==> config.mk <==
export PLATFORM = sky130hd
export DESIGN_NAME = turntable_limit_centering_drive_flat
export DESIGN_NICKNAME = d
export VERILOG_FILES = /design/src/sv/tlcd_pkg.sv /design/src/sv/tlcd_if.sv /design/src/sv/turntable_limit_centering_drive.sv /design/src/sv/tlcd_ctrl.sv /design/src/sv/tlcd_dp.sv /design/src/flat_wrapper.sv
export SDC_FILE = /design/constraint.sdc
export NUM_CORES = 1
export LEC_CHECK = 0
export CORE_AREA = 2 2 199 201
export DETAILED_ROUTE_END_ITERATION = 10
export DIE_AREA = 0 0 201 203
export DONT_BUFFER_PORTS = 1
export HOLD_SLACK_MARGIN = 0.03
export MAX_ROUTING_LAYER = met4
export SLEW_MARGIN = 20
export SYNTH_ARGS = -nofsm -noshare
export SYNTH_HDL_FRONTEND = slang
export SYNTH_SLANG_ARGS = --single-unit
==> constraint.sdc <==
create_clock -name clk_i -period 17.8 [get_ports clk_i]
set_input_delay 1.78 -clock clk_i [delete_from_list [all_inputs] [get_ports clk_i]]
set_output_delay 1.78 -clock clk_i [all_outputs]
set_load 0.05 [all_outputs]
==> src/sv/tlcd_pkg.sv <==
// tlcd_pkg: shared types and constants for the turntable limit centering drive
// used by the interfaces, the controller, the datapath and the top level
package tlcd_pkg;

  localparam int FuncWidth     = 3;
  localparam int CfgIndexWidth = 2;
  localparam int CfgDataWidth  = 16;
  localparam int MagCfgWidth   = 15;
  localparam int GainWidth     = 16;
  localparam int GainFracBits  = 8;

  localparam logic [MagCfgWidth-1:0] DefaultPowerReset = 15'd9830;
  localparam logic [MagCfgWidth-1:0] ManualLimitReset  = 15'd9830;
  localparam logic [GainWidth-1:0]   OffsetGainReset   = 16'd256;

  typedef enum logic [FuncWidth-1:0] {
    FUNC_TICK    = 3'd0,
    FUNC_ENABLE  = 3'd1,
    FUNC_DISABLE = 3'd2,
    FUNC_CENTER  = 3'd3,
    FUNC_OFFSET  = 3'd4,
    FUNC_MANUAL  = 3'd5
  } func_e;

  typedef enum logic [1:0] {
    POS_UNSURE = 2'd0,
    POS_LEFT   = 2'd1,
    POS_CENTER = 2'd2,
    POS_RIGHT  = 2'd3
  } pos_e;

  typedef enum logic [CfgIndexWidth-1:0] {
    CFG_RIGHT_IS_POSITIVE = 2'd0,
    CFG_DEFAULT_POWER     = 2'd1,
    CFG_MANUAL_LIMIT      = 2'd2,
    CFG_OFFSET_GAIN       = 2'd3
  } cfg_idx_e;

  typedef enum logic [2:0] {
    ST_IDLE,
    ST_MUL,
    ST_CMP,
    ST_DIV,
    ST_FIN
  } ctrl_state_e;

  typedef struct packed {
    logic                    right_is_positive;
    logic [MagCfgWidth-1:0]  default_power;
    logic [MagCfgWidth-1:0]  manual_limit;
    logic [GainWidth-1:0]    offset_gain;
  } cfg_t;

  typedef struct packed {
    logic latch;
    logic mul;
    logic cmp;
    logic div_step;
    logic commit;
  } ctrl_cmd_t;

  typedef struct packed {
    logic long_op;
    logic mag_ge;
  } dp_stat_t;

endpackage

==> src/sv/tlcd_if.sv <==
// tlcd_if: handshake channels of the turntable drive (input word, result word, config write)
// depends on tlcd_pkg
interface tlcd_in_if import tlcd_pkg::*; #(
  parameter int POWER_WIDTH  = 16,
  parameter int OFFSET_WIDTH = 12
);
  logic                           valid;
  logic                           ready;
  logic [FuncWidth-1:0]           func;
  logic                           left_switch_n;
  logic                           center_switch_n;
  logic                           right_switch_n;
  logic signed [OFFSET_WIDTH-1:0] target_offset;
  logic [OFFSET_WIDTH-1:0]        offset_span;
  logic signed [POWER_WIDTH-1:0]  manual_value;

  modport source (
    output valid, func, left_switch_n, center_switch_n, right_switch_n,
           target_offset, offset_span, manual_value,
    input  ready
  );
  modport sink (
    input  valid, func, left_switch_n, center_switch_n, right_switch_n,
           target_offset, offset_span, manual_value,
    output ready
  );
endinterface

interface tlcd_out_if #(
  parameter int POWER_WIDTH = 16
);
  logic                          valid;
  logic                          ready;
  logic signed [POWER_WIDTH-1:0] motor_power;
  logic [1:0]                    position_code;
  logic                          centering_flag;
  logic                          enabled_flag;

  modport source (
    output valid, motor_power, position_code, centering_flag, enabled_flag,
    input  ready
  );
  modport sink (
    input  valid, motor_power, position_code, centering_flag, enabled_flag,
    output ready
  );
endinterface

interface tlcd_cfg_if import tlcd_pkg::*; ();
  logic                     valid;
  logic                     ready;
  logic [CfgIndexWidth-1:0] index;
  logic [CfgDataWidth-1:0]  data;

  modport source (output valid, index, data, input ready);
  modport sink (input valid, index, data, output ready);
endinterface

==> src/sv/turntable_limit_centering_drive.sv <==
// turntable_limit_centering_drive: top level, config registers, sequencer and datapath
// depends on tlcd_pkg, tlcd_if, tlcd_ctrl, tlcd_dp
//
// Drives a turntable motor between active-low left, center and right limit switches.
// One input word gives exactly one result word, the drive state after that word.
// A tick samples the switches, tracks position and stops the drive against a
// pressed end stop; while centering it drives toward center at default_power.
// Enable, disable and center words only change flags. The manual word sets a
// clamped level. The offset word sets offset * gain / span, capped at +-1.0,
// through a restoring divider that makes one quotient bit per cycle.
// Sequence: tick, flag, manual and zero-span offset words go from accept straight
// to the finish state. An offset word with nonzero span passes accept, multiply,
// compare, POWER_WIDTH - 1 divide steps and finish; a new word is accepted only
// once the last one is through. It takes the short path from compare to finish
// when the product already reaches span full scale.
// The result word is held in the state registers; the next word is accepted
// while it waits and finishes once it has been taken.
// Config writes are always ready and take effect at once.
module turntable_limit_centering_drive import tlcd_pkg::*; #(
  parameter int POWER_WIDTH  = 16,
  parameter int OFFSET_WIDTH = 12
) (
  input  logic        clk_i,
  input  logic        rst_ni,
  tlcd_in_if.sink     in_i,
  tlcd_out_if.source  out_o,
  tlcd_cfg_if.sink    cfg_i
);

  // config registers
  cfg_t      cfg_q;
  ctrl_cmd_t cmd;
  dp_stat_t  stat;

  assign cfg_i.ready = 1'b1;

  always_ff @(posedge clk_i or negedge rst_ni) begin
    if (!rst_ni) begin
      cfg_q.right_is_positive <= 1'b0;
      cfg_q.default_power     <= DefaultPowerReset;
      cfg_q.manual_limit      <= ManualLimitReset;
      cfg_q.offset_gain       <= OffsetGainReset;
    end else if (cfg_i.valid) begin
      unique case (cfg_idx_e'(cfg_i.index))
        CFG_RIGHT_IS_POSITIVE: cfg_q.right_is_positive <= cfg_i.data[0];
        CFG_DEFAULT_POWER:     cfg_q.default_power     <= cfg_i.data[MagCfgWidth-1:0];
        CFG_MANUAL_LIMIT:      cfg_q.manual_limit      <= cfg_i.data[MagCfgWidth-1:0];
        CFG_OFFSET_GAIN:       cfg_q.offset_gain       <= cfg_i.data[GainWidth-1:0];
        default: ;
      endcase
    end
  end

  // sequencer: one word at a time, output valid flag
  tlcd_ctrl #(
    .POWER_WIDTH (POWER_WIDTH)
  ) u_ctrl (
    .clk_i       (clk_i),
    .rst_ni      (rst_ni),
    .in_valid_i  (in_i.valid),
    .in_ready_o  (in_i.ready),
    .out_valid_o (out_o.valid),
    .out_ready_i (out_o.ready),
    .stat_i      (stat),
    .cmd_o       (cmd)
  );

  // datapath: latched word, multiplier, divider, drive state
  tlcd_dp #(
    .POWER_WIDTH  (POWER_WIDTH),
    .OFFSET_WIDTH (OFFSET_WIDTH)
  ) u_dp (
    .clk_i             (clk_i),
    .rst_ni            (rst_ni),
    .cmd_i             (cmd),
    .stat_o            (stat),
    .cfg_i             (cfg_q),
    .func_i            (in_i.func),
    .left_switch_n_i   (in_i.left_switch_n),
    .center_switch_n_i (in_i.center_switch_n),
    .right_switch_n_i  (in_i.right_switch_n),
    .target_offset_i   (in_i.target_offset),
    .offset_span_i     (in_i.offset_span),
    .manual_value_i    (in_i.manual_value),
    .motor_power_o     (out_o.motor_power),
    .position_code_o   (out_o.position_code),
    .centering_flag_o  (out_o.centering_flag),
    .enabled_flag_o    (out_o.enabled_flag)
  );

endmodule

==> src/sv/tlcd_ctrl.sv <==
// tlcd_ctrl: sequencer for the turntable drive, steps the datapath through one word
// depends on tlcd_pkg
module tlcd_ctrl import tlcd_pkg::*; #(
  parameter int POWER_WIDTH = 16
) (
  input  logic      clk_i,
  input  logic      rst_ni,
  input  logic      in_valid_i,
  output logic      in_ready_o,
  output logic      out_valid_o,
  input  logic      out_ready_i,
  input  dp_stat_t  stat_i,
  output ctrl_cmd_t cmd_o
);

  localparam int FracBits = POWER_WIDTH - 1;
  localparam int CntWidth = $clog2(FracBits);
  localparam logic [CntWidth-1:0] CntLoad = CntWidth'(FracBits - 1);

  ctrl_state_e         state_q, state_d;
  logic [CntWidth-1:0] cnt_q, cnt_d;
  logic                out_valid_q, out_valid_d;
  logic                slot_free;

  assign slot_free = !out_valid_q || out_ready_i;

  // next state
  always_comb begin
    state_d = state_q;
    unique case (state_q)
      ST_IDLE: begin
        if (in_valid_i) begin
          state_d = stat_i.long_op ? ST_MUL : ST_FIN;
        end
      end
      ST_MUL: state_d = ST_CMP;
      ST_CMP: state_d = stat_i.mag_ge ? ST_FIN : ST_DIV;
      ST_DIV: begin
        if (cnt_q == '0) begin
          state_d = ST_FIN;
        end
      end
      ST_FIN: begin
        if (slot_free) begin
          state_d = ST_IDLE;
        end
      end
      default: state_d = ST_IDLE;
    endcase
  end

  // outputs
  always_comb begin
    cmd_o          = '0;
    cmd_o.latch    = (state_q == ST_IDLE) && in_valid_i;
    cmd_o.mul      = (state_q == ST_MUL);
    cmd_o.cmp      = (state_q == ST_CMP);
    cmd_o.div_step = (state_q == ST_DIV);
    cmd_o.commit   = (state_q == ST_FIN) && slot_free;
    in_ready_o     = (state_q == ST_IDLE);
  end

  always_comb begin
    cnt_d = cnt_q;
    if (state_q == ST_CMP) begin
      cnt_d = CntLoad;
    end else if (state_q == ST_DIV) begin
      cnt_d = cnt_q - 1'b1;
    end
  end

  always_comb begin
    out_valid_d = out_valid_q;
    if (cmd_o.commit) begin
      out_valid_d = 1'b1;
    end else if (out_ready_i) begin
      out_valid_d = 1'b0;
    end
  end

  assign out_valid_o = out_valid_q;

  always_ff @(posedge clk_i or negedge rst_ni) begin
    if (!rst_ni) begin
      state_q     <= ST_IDLE;
      cnt_q       <= '0;
      out_valid_q <= 1'b0;
    end else begin
      state_q     <= state_d;
      cnt_q       <= cnt_d;
      out_valid_q <= out_valid_d;
    end
  end

endmodule

==> src/sv/tlcd_dp.sv <==
// tlcd_dp: drive state, offset multiply and restoring divider, tick/command update
// depends on tlcd_pkg
module tlcd_dp import tlcd_pkg::*; #(
  parameter int POWER_WIDTH  = 16,
  parameter int OFFSET_WIDTH = 12
) (
  input  logic                           clk_i,
  input  logic                           rst_ni,
  input  ctrl_cmd_t                      cmd_i,
  output dp_stat_t                       stat_o,
  input  cfg_t                           cfg_i,
  input  logic [FuncWidth-1:0]           func_i,
  input  logic                           left_switch_n_i,
  input  logic                           center_switch_n_i,
  input  logic                           right_switch_n_i,
  input  logic signed [OFFSET_WIDTH-1:0] target_offset_i,
  input  logic [OFFSET_WIDTH-1:0]        offset_span_i,
  input  logic signed [POWER_WIDTH-1:0]  manual_value_i,
  output logic signed [POWER_WIDTH-1:0]  motor_power_o,
  output logic [1:0]                     position_code_o,
  output logic                           centering_flag_o,
  output logic                           enabled_flag_o
);

  localparam int PW       = POWER_WIDTH;
  localparam int FracBits = PW - 1;
  localparam int MagWidth = OFFSET_WIDTH + GainWidth;
  localparam int DivWidth = OFFSET_WIDTH + GainFracBits;
  localparam int ExtWidth = (PW + 1 > MagCfgWidth + 1) ? PW + 1 : MagCfgWidth + 1;
  localparam logic [ExtWidth-1:0] PwMaxExt =
    {{(ExtWidth - FracBits){1'b0}}, {FracBits{1'b1}}};
  localparam logic [PW-1:0] PwMax = {1'b0, {FracBits{1'b1}}};

  // latched word
  func_e                          func_q;
  logic                           lp_q, cp_q, rp_q;
  logic signed [OFFSET_WIDTH-1:0] off_q;
  logic [OFFSET_WIDTH-1:0]        span_q;
  logic signed [PW-1:0]           man_q;

  // arithmetic registers
  logic [MagWidth-1:0] mag_q;
  logic [DivWidth-1:0] rem_q;
  logic [PW-1:0]       quo_q;

  // drive state, doubles as result register
  logic signed [PW-1:0] level_q, level_d;
  pos_e                 pos_q, pos_d;
  logic                 en_q, en_d;
  logic                 cen_q, cen_d;

  always_ff @(posedge clk_i) begin
    if (cmd_i.latch) begin
      func_q <= func_e'(func_i);
      lp_q   <= ~left_switch_n_i;
      cp_q   <= ~center_switch_n_i;
      rp_q   <= ~right_switch_n_i;
      off_q  <= target_offset_i;
      span_q <= offset_span_i;
      man_q  <= manual_value_i;
    end
  end

  assign stat_o.long_op = (func_i == FUNC_OFFSET) && (offset_span_i != '0);

  // magnitude times q8.8 gain, then compare with span scaled to q12.8
  logic [OFFSET_WIDTH-1:0] off_abs;
  logic [DivWidth-1:0]     divisor;
  assign off_abs = off_q[OFFSET_WIDTH-1] ? OFFSET_WIDTH'(-off_q) : off_q;
  assign divisor = {span_q, {GainFracBits{1'b0}}};
  assign stat_o.mag_ge = mag_q >= {{(MagWidth - DivWidth){1'b0}}, divisor};

  // one quotient bit a step
  logic [DivWidth:0] trial, diff;
  logic              qbit;
  assign trial = {rem_q, 1'b0};
  assign diff  = trial - {1'b0, divisor};
  assign qbit  = ~diff[DivWidth];

  always_ff @(posedge clk_i) begin
    if (cmd_i.mul) begin
      mag_q <= off_abs * cfg_i.offset_gain;
    end
    if (cmd_i.cmp) begin
      // at or above full scale the quotient caps at 1.0
      quo_q <= stat_o.mag_ge ? {1'b1, {FracBits{1'b0}}} : '0;
      rem_q <= mag_q[DivWidth-1:0];
    end else if (cmd_i.div_step) begin
      rem_q <= qbit ? diff[DivWidth-1:0] : trial[DivWidth-1:0];
      quo_q <= {quo_q[PW-2:0], qbit};
    end
  end

  // offset result
  logic                 off_neg;
  logic signed [PW-1:0] off_level;
  always_comb begin
    off_neg = off_q[OFFSET_WIDTH-1] ^ ~cfg_i.right_is_positive;
    if (span_q == '0) begin
      off_level = '0;
    end else if (off_neg) begin
      off_level = PW'(-quo_q);
    end else begin
      off_level = quo_q[PW-1] ? PwMax : quo_q;
    end
  end

  // capped magnitudes
  logic [ExtWidth-1:0] dp_ext, ml_ext, dp_cap, ml_cap;
  logic [PW-1:0]       dp_pos, dp_neg;
  assign dp_ext = {{(ExtWidth - MagCfgWidth){1'b0}}, cfg_i.default_power};
  assign ml_ext = {{(ExtWidth - MagCfgWidth){1'b0}}, cfg_i.manual_limit};
  assign dp_cap = (dp_ext > PwMaxExt) ? PwMaxExt : dp_ext;
  assign ml_cap = (ml_ext > PwMaxExt) ? PwMaxExt : ml_ext;
  assign dp_pos = dp_cap[PW-1:0];
  assign dp_neg = PW'(-dp_cap);

  // manual result
  logic signed [ExtWidth-1:0] man_x, man_f, lim_s;
  logic signed [PW-1:0]       man_level;
  always_comb begin
    man_x = ExtWidth'(man_q);
    man_f = cfg_i.right_is_positive ? man_x : -man_x;
    lim_s = $signed(ml_cap);
    if (man_f > lim_s) begin
      man_level = lim_s[PW-1:0];
    end else if (man_f < -lim_s) begin
      man_level = PW'(-lim_s);
    end else begin
      man_level = man_f[PW-1:0];
    end
  end

  // tick
  logic lvl_pos, lvl_neg, lvl_zero, to_right, to_left;
  pos_e tick_pos;
  logic signed [PW-1:0] tick_level;
  always_comb begin
    lvl_zero = (level_q == '0);
    lvl_neg  = level_q[PW-1];
    lvl_pos  = !lvl_neg && !lvl_zero;
    to_right = cfg_i.right_is_positive ? lvl_pos : lvl_neg;
    to_left  = cfg_i.right_is_positive ? lvl_neg : lvl_pos;

    priority if (rp_q) begin
      tick_pos = POS_RIGHT;
    end else if (cp_q) begin
      tick_pos = POS_CENTER;
    end else if (lp_q) begin
      tick_pos = POS_LEFT;
    end else if (pos_q == POS_CENTER) begin
      // left center without a switch: infer side from drive direction
      if (to_right) begin
        tick_pos = POS_RIGHT;
      end else if (lvl_zero) begin
        tick_pos = POS_UNSURE;
      end else begin
        tick_pos = POS_LEFT;
      end
    end else begin
      tick_pos = pos_q;
    end

    priority if (!en_q) begin
      tick_level = '0;
    end else if ((to_right && rp_q) || (to_left && lp_q)) begin
      tick_level = '0;
    end else if (cen_q) begin
      unique case (tick_pos)
        POS_UNSURE: tick_level = dp_pos;
        POS_LEFT:   tick_level = cfg_i.right_is_positive ? dp_pos : dp_neg;
        POS_RIGHT:  tick_level = cfg_i.right_is_positive ? dp_neg : dp_pos;
        default:    tick_level = '0;
      endcase
    end else begin
      tick_level = level_q;
    end
  end

  always_comb begin
    level_d = level_q;
    pos_d   = pos_q;
    en_d    = en_q;
    cen_d   = cen_q;
    unique case (func_q)
      FUNC_TICK: begin
        level_d = tick_level;
        pos_d   = tick_pos;
      end
      FUNC_ENABLE:  en_d  = 1'b1;
      FUNC_DISABLE: en_d  = 1'b0;
      FUNC_CENTER:  cen_d = 1'b1;
      FUNC_OFFSET: begin
        level_d = off_level;
        cen_d   = 1'b0;
      end
      FUNC_MANUAL: begin
        level_d = man_level;
        cen_d   = 1'b0;
      end
      default: ;
    endcase
  end

  always_ff @(posedge clk_i or negedge rst_ni) begin
    if (!rst_ni) begin
      level_q <= '0;
      pos_q   <= POS_UNSURE;
      en_q    <= 1'b1;
      cen_q   <= 1'b0;
    end else if (cmd_i.commit) begin
      level_q <= level_d;
      pos_q   <= pos_d;
      en_q    <= en_d;
      cen_q   <= cen_d;
    end
  end

  assign motor_power_o    = level_q;
  assign position_code_o  = pos_q;
  assign centering_flag_o = cen_q;
  assign enabled_flag_o   = en_q;

endmodule
==> src/flat_wrapper.sv <==
// flat-port wrapper written by rule: the top's interface ports become plain ports
module turntable_limit_centering_drive_flat import tlcd_pkg::*;
#(
  parameter int POWER_WIDTH  = 16,
  parameter int OFFSET_WIDTH = 12
)
  (clk_i, rst_ni, in_i_valid, in_i_func, in_i_left_switch_n, in_i_center_switch_n, in_i_right_switch_n, in_i_target_offset, in_i_offset_span, in_i_manual_value, in_i_ready, out_o_valid, out_o_motor_power, out_o_position_code, out_o_centering_flag, out_o_enabled_flag, out_o_ready, cfg_i_valid, cfg_i_index, cfg_i_data, cfg_i_ready);
  tlcd_in_if #(.POWER_WIDTH(POWER_WIDTH), .OFFSET_WIDTH(OFFSET_WIDTH)) in_i_i ();
  tlcd_out_if #(.POWER_WIDTH(POWER_WIDTH)) out_o_i ();
  tlcd_cfg_if cfg_i_i ();
  input  logic clk_i;
  input  logic rst_ni;
  input wire logic [$bits(in_i_i.valid)-1:0] in_i_valid;
  input wire logic [$bits(in_i_i.func)-1:0] in_i_func;
  input wire logic [$bits(in_i_i.left_switch_n)-1:0] in_i_left_switch_n;
  input wire logic [$bits(in_i_i.center_switch_n)-1:0] in_i_center_switch_n;
  input wire logic [$bits(in_i_i.right_switch_n)-1:0] in_i_right_switch_n;
  input wire logic [$bits(in_i_i.target_offset)-1:0] in_i_target_offset;
  input wire logic [$bits(in_i_i.offset_span)-1:0] in_i_offset_span;
  input wire logic [$bits(in_i_i.manual_value)-1:0] in_i_manual_value;
  output wire logic [$bits(in_i_i.ready)-1:0] in_i_ready;
  output wire logic [$bits(out_o_i.valid)-1:0] out_o_valid;
  output wire logic [$bits(out_o_i.motor_power)-1:0] out_o_motor_power;
  output wire logic [$bits(out_o_i.position_code)-1:0] out_o_position_code;
  output wire logic [$bits(out_o_i.centering_flag)-1:0] out_o_centering_flag;
  output wire logic [$bits(out_o_i.enabled_flag)-1:0] out_o_enabled_flag;
  input wire logic [$bits(out_o_i.ready)-1:0] out_o_ready;
  input wire logic [$bits(cfg_i_i.valid)-1:0] cfg_i_valid;
  input wire logic [$bits(cfg_i_i.index)-1:0] cfg_i_index;
  input wire logic [$bits(cfg_i_i.data)-1:0] cfg_i_data;
  output wire logic [$bits(cfg_i_i.ready)-1:0] cfg_i_ready;
  assign in_i_i.valid = in_i_valid;
  assign in_i_i.func = in_i_func;
  assign in_i_i.left_switch_n = in_i_left_switch_n;
  assign in_i_i.center_switch_n = in_i_center_switch_n;
  assign in_i_i.right_switch_n = in_i_right_switch_n;
  assign in_i_i.target_offset = in_i_target_offset;
  assign in_i_i.offset_span = in_i_offset_span;
  assign in_i_i.manual_value = in_i_manual_value;
  assign in_i_ready = in_i_i.ready;
  assign out_o_valid = out_o_i.valid;
  assign out_o_motor_power = out_o_i.motor_power;
  assign out_o_position_code = out_o_i.position_code;
  assign out_o_centering_flag = out_o_i.centering_flag;
  assign out_o_enabled_flag = out_o_i.enabled_flag;
  assign out_o_i.ready = out_o_ready;
  assign cfg_i_i.valid = cfg_i_valid;
  assign cfg_i_i.index = cfg_i_index;
  assign cfg_i_i.data = cfg_i_data;
  assign cfg_i_ready = cfg_i_i.ready;
  turntable_limit_centering_drive #(.POWER_WIDTH(POWER_WIDTH), .OFFSET_WIDTH(OFFSET_WIDTH)) u_core (.clk_i(clk_i), .rst_ni(rst_ni), .in_i(in_i_i), .out_o(out_o_i), .cfg_i(cfg_i_i));
endmodule
Yosys cells after proc, flatten, opt, wreduce, memory -nomap -nowiden
Index checks and enable logic that the tools add are counted.
Widths: inputs -> output; s select.
- register bits: 185
- output and inout port bits: 23
- bits of input ports: 69
- multipliers: 1
- mux-type cells: 42
- reductions and logical operators: 34
- order comparisons: 5
- equality and inequality tests: 20
- add/subtract/negate cells: 7
- bitwise logic cells: 6
- operators by type and width (kind ; count):
    $mux 16 ; 12
    $pmux 16 s3 ; 2
    $mux 20 ; 3
    $mux 15 ; 3
    $gt 15x15->1 const B ; 2
    $ge 28x20->1 ; 1
    $mul 12x16->28 ; 1
    $sub 21x20->21 ; 1
    $gt 17x16->1 ; 1
    $lt 17x17->1 ; 1
    $mux 17 ; 1
    $neg 15->17 ; 1
    $neg 16->17 ; 1
    $logic_not 16->1 ; 1
    $neg 15->16 ; 1
    $neg 16->16 ; 1
    $mux 3 ; 5
    $pmux 3 s5 ; 1
    $reduce_and 2->1 ; 7
    $eq 3x2->1 const B ; 4
    $eq 3x3->1 const B ; 4
    $logic_not 12->1 ; 1
    $mux 12 ; 1
    $neg 12->12 ; 1
    23 further kinds ; 58

Logic depth before layout (Yosys ltp)
- depth after elaboration: 15
- mapped depth: 27
- mapped depth without buffers: 25

Modules after synthesis
From an unflattened synthesis, not the netlist that was laid out.
- cells, all modules: 1775
- area, all modules: 17235.3 um^2
- modules (own cells, without submodules) (module ; cells an instance ; seq. area each (um^2) ; instances ; area an instance (um^2)):
    tlcd_dp ; 1616 ; 3804.9 ; 1 ; 14930.6
    turntable_limit_centering_drive ; 103 ; 1194.9 ; 1 ; 1801.7
    tlcd_ctrl ; 56 ; 200.2 ; 1 ; 503.0

Worst setup path before layout
OpenSTA, ideal clock, no wires.
- kind: reg-to-reg
- from: reg u_core.u_dp.off_q[0]
- to: reg u_core.u_dp.mag_q[25] (data pin)
- data required time: 17534 ps
- path slack: 11055 ps
- arrival time: 6479 ps
- period minus slack after synthesis: 6745 ps
- buffers on the path: 2
- stages on the path, launching flop included: 24
- path through: edfxtp_1 clkbuf_1 or3_1 nand2b_1 nor4b_1 clkbuf_1 nand2_1 fa_1 fa_1 inv_1 fa_1 fa_1 inv_1 fa_1 inv_1 ha_1 nand3_1 a21oi_1 o41ai_1 a21oi_1 nor3_2 o41ai_1 or4b_1 nand4b_1
- cells in the longest elaborated chain, start to end: 3
- RTL lines (element ; line ; RTL):
    start: declaration ; tlcd_dp.sv:37 ; logic signed [OFFSET_WIDTH-1:0] off_q;
    start signal: assignment ; tlcd_dp.sv:58 ; off_q <= target_offset_i;
    $neg 12->12 ; tlcd_dp.sv:69 ; assign off_abs = off_q[OFFSET_WIDTH-1] ? OFFSET_WIDTH'(-off_q) : off_q;
    $mux 12 * ; tlcd_dp.sv:69 ;
    $mul 12x16->28 * ; tlcd_dp.sv:82 ; mag_q <= off_abs * cfg_i.offset_gain;
    end signal: assignment ; tlcd_dp.sv:82 ;
    end: declaration ; tlcd_dp.sv:42 ; logic [MagWidth-1:0] mag_q;
Every way passes the cells marked *; elsewhere a longest branch is shown, timed or not.
A chain may end at the register's enable or synchronous reset.

Final worst setup path
- from: reg u_core.u_dp.off_q[0]
- to: reg u_core.u_dp.mag_q[27] (data pin)
Same word-level chain as after synthesis.

==> flow_summary.ini <==
[critical_path]
path_common_cell = fa_1
worstSetupPathType = register to register
cp-start-kind = register
crit_chain = or3_1, nand2b_1, o31ai_1, xnor2_1, buf_4, and2_1, fa_1, fa_1, fa_1, fa_1, inv_1, fa_1, inv_1, ha_1, nand3_1, a21oi_1, o41ai_1, a21oi_1, nor3_2, o41ai_1, o311ai_0
cp.buffers_inverters = 3
cp_slowest_cell = o41ai_1
worst-path-max-fanout = 18
worst_ep_arrival_time_ps = 7500
critPathMaxStageDelay_ps = 880
crit_path_end_kind = register
crit_family = adder cells
cp_data_required_time_ps = 17940

[floorplanning]
die_w_um = 201
die_area_mm2 = 0.0408
ios = 92
die_h_um = 203
initial_core_util_pct = 44.8
core_area_mm2 = 0.0385
num_rows = 72

[place]
portBuffers = 0
dp_cells = 2272
hpwl_um = 34200
place_congestion = 0.894

[layout]
fillers = 3718
area_growth_syn_to_layout_pct = 6.56
stdcell_count = 2304
drive_above_1_share_pct = 8.68
fin_nets = 2110
diodes = 0

[synth]
synth_most_common_cell = inv_1
synth_area_leaders = edfxtp_1 (19%), fa_1 (16%), ha_1 (9.2%)
synth_compound_area_share_pct = 11.8
yosysSeqAreaShare_pct = 30.1
syn_avg_cell_area_um2 = 9.55
syn_inst = 1807
yosys.area.top_type_share_pct = 19.1
ys.flop_type = edfxtp_1
synth_edf_count = 110
netlist-cell-type-count = 85
synthAdderAreaFrac_pct = 25.6
synth-simple-area-share_pct = 16.7
syn-cell-area_mm2 = 0.0172
synth_top_area_cell = edfxtp_1
synth_nets = 2144
synthXorXnorAreaFrac_pct = 3.51
synth_commonest_cells = inv_1 (248), nand2_1 (205), fa_1 (141), ha_1 (127), edfxtp_1 (110)
synth_top_family_by_area = adder cells
synth-async-reset-ratio_pct = 40.5
synth_mux_area_share_pct = 5.16
yosysWarnings = 0
ys_ff_latch = 185

[timing]
fin_worst_skew_ps = 11.8
hold_viol = 0
min_period_ps = 7360
tns_ps = 0
post-route-period-util_pct = 41.3
setup_viol = 0
slew_violations = 0
max-slew-margin-rel_pct = 32.0
fmax_mhz = 136
rsz0062_at_grt = no
worst_pin_slew_ps = 1020

[global_routing]
first_global_vias = 12861
overflow = 0
grt_pass1_wl_um = 70400
antenna_found_initial = 0
grt_max_degree = 76
track_usage_pct = 22.8

[clock_tree]
numCtsBuffers = 17
cts.hold.buffers_added = 0
cts_resized = 0
cts.sinks = 185
cts_tree = done
clkTransAtPathRegs_ps = 70
insertion_delay_ps = 450
cts_setup_buffers = 0
root_buffer = clkbuf_16
cts_buffer_depth = 2
htreeDepth = 4

[detailed_routing]
drtIter0Drc = 936
firstDrtPassIters = 5
routed_via_density = 5.62
num_vias = 12938
drc = 0
ant_nets = 0
wirelength_um = 44000
routedWlPerCell_um = 19.1

[run_status]
outcome = finished, final reports clean

[job]
maxCapViolCount = 0

[hold_path]
hold_path.class = register to register
## layout by cell type (no fill, tap or decap), types with 7 or more instances in the layout
master,synthesis,layout
buf_4,1,21
o31ai_1,9,9
fa_1,141,141
ha_1,127,127
inv_1,248,248
dfstp_2,16,16
nand3_1,29,29
edfxtp_1,110,110
a211oi_1,18,18
o211ai_1,10,10
and3_1,7,7
nor2_1,101,101
a211o_1,9,9
o41ai_1,8,8
dfrtp_1,59,59
and2_1,87,86
nand2_1,205,205
xor2_1,17,17
nor4_1,21,21
nor3_1,37,36
a221oi_1,8,8
nand4_1,7,7
o22a_1,7,7
a31oi_1,18,18
or3_1,18,18
o21ai_0,52,52
a21oi_1,93,92
clkbuf_16,0,17
xnor2_1,49,48
mux2_2,53,53
o21a_1,9,9
mux2i_1,21,21
nor2b_1,12,11
a21o_1,13,13
nand2b_1,16,16
## worst reg2reg max path: cells and delay by family, from the launching register on
kind                     cells  cell delay [ps]
AO/OA/AOI/OAI                6             1900
XOR/XNOR                     1              150
adder cells (fa/ha/maj)      6             2910
buffers and inverters        3              330
flip-flops                   1              680
AND/OR/NAND/NOR              5             1090
## stage by stage
stage	cell area, um^2	hold slack, ps	setup slack, ps	util [%]
6_report	18400	517	10440	47.8
4_1_cts	18400	518	10440	47.8
3_5_place_dp	17800	498	10460	46.3
3_3_place_gp	17800	494	10660	46.3
5_1_grt	18400	547	9910	47.8
2_1_floorplan	17200	491	11060	-
## routing by layer
layer | track usage, % | wire length, um | up-vias
met3 | 3.07 | 2000 | 64
met4 | 7.43 | 1220 | 0
met2 | 37.8 | 21700 | 311
li1 | - | - | 6083
met1 | 28.9 | 19000 | 6480
met5 | - | 0 | -
## final timing paths
| kind | start | to | slack [ps] | depth (start not counted) |
|---|---|---|---|---|
| min in group asynchronous | rst_ni | u_core.u_ctrl.cnt_q[2]$_DFFE_PN0P_ | 1020 | 0 |
| max reg2reg | u_core.u_dp.off_q[0]$_DFFE_PP_ | u_core.u_dp.mag_q[27]$_DFFE_PP_ | 10440 | 21 |
| max in group asynchronous | rst_ni | u_core.cfg_q[25]$_DFFE_PN1P_ | 16520 | 0 |
| min reg2reg | u_core.u_dp.rem_q[1]$_DFFE_PP_ | u_core.u_dp.rem_q[2]$_DFFE_PP_ | 520 | 2 |
| max | u_core.u_dp.off_q[0]$_DFFE_PP_ | u_core.u_dp.mag_q[27]$_DFFE_PP_ | 10440 | 21 |
| min | u_core.u_dp.rem_q[1]$_DFFE_PP_ | u_core.u_dp.rem_q[2]$_DFFE_PP_ | 520 | 2 |
## state kept, by name, indices dropped and copies added (netlist names), 2 cells and up
register,flops
u_core.u_dp.rem_q,20
u_core.u_dp.motor_power_o,16
u_core.u_ctrl.cnt_q,4
u_core.u_dp.man_q,16
u_core.u_dp.position_code_o,2
u_core.cfg_q,47
u_core.u_dp.func_q,3
u_core.u_dp.quo_q,16
u_core.u_dp.mag_q,28
u_core.u_dp.off_q,12
u_core.u_dp.span_q,12
u_core.u_ctrl.state_q,3
## area by class of cell
cell class | instances | area, um^2 | share of cell area, %
multi-input combinational | 1300 | 10900 | 59.2
clock inverter | 14 | 138 | 0.749
sequential | 185 | 5200 | 28.3
timing repair buffer | 21 | 158 | 0.858
inverter | 248 | 931 | 5.06
tap | 518 | 648 | 3.53
clock buffer | 18 | 429 | 2.33
## logic make-up after synthesis
family          after synthesis
simple gates                578
buf+inv                     322
compound gates              308
fa+ha+maj                   268
flops                       185
mux                          78
xor+xnor                     67
other cells                   1
Power is left out: the tool's default activity adds up to more than one toggle a clock period on the data nets, which glitch-free logic cannot reach.
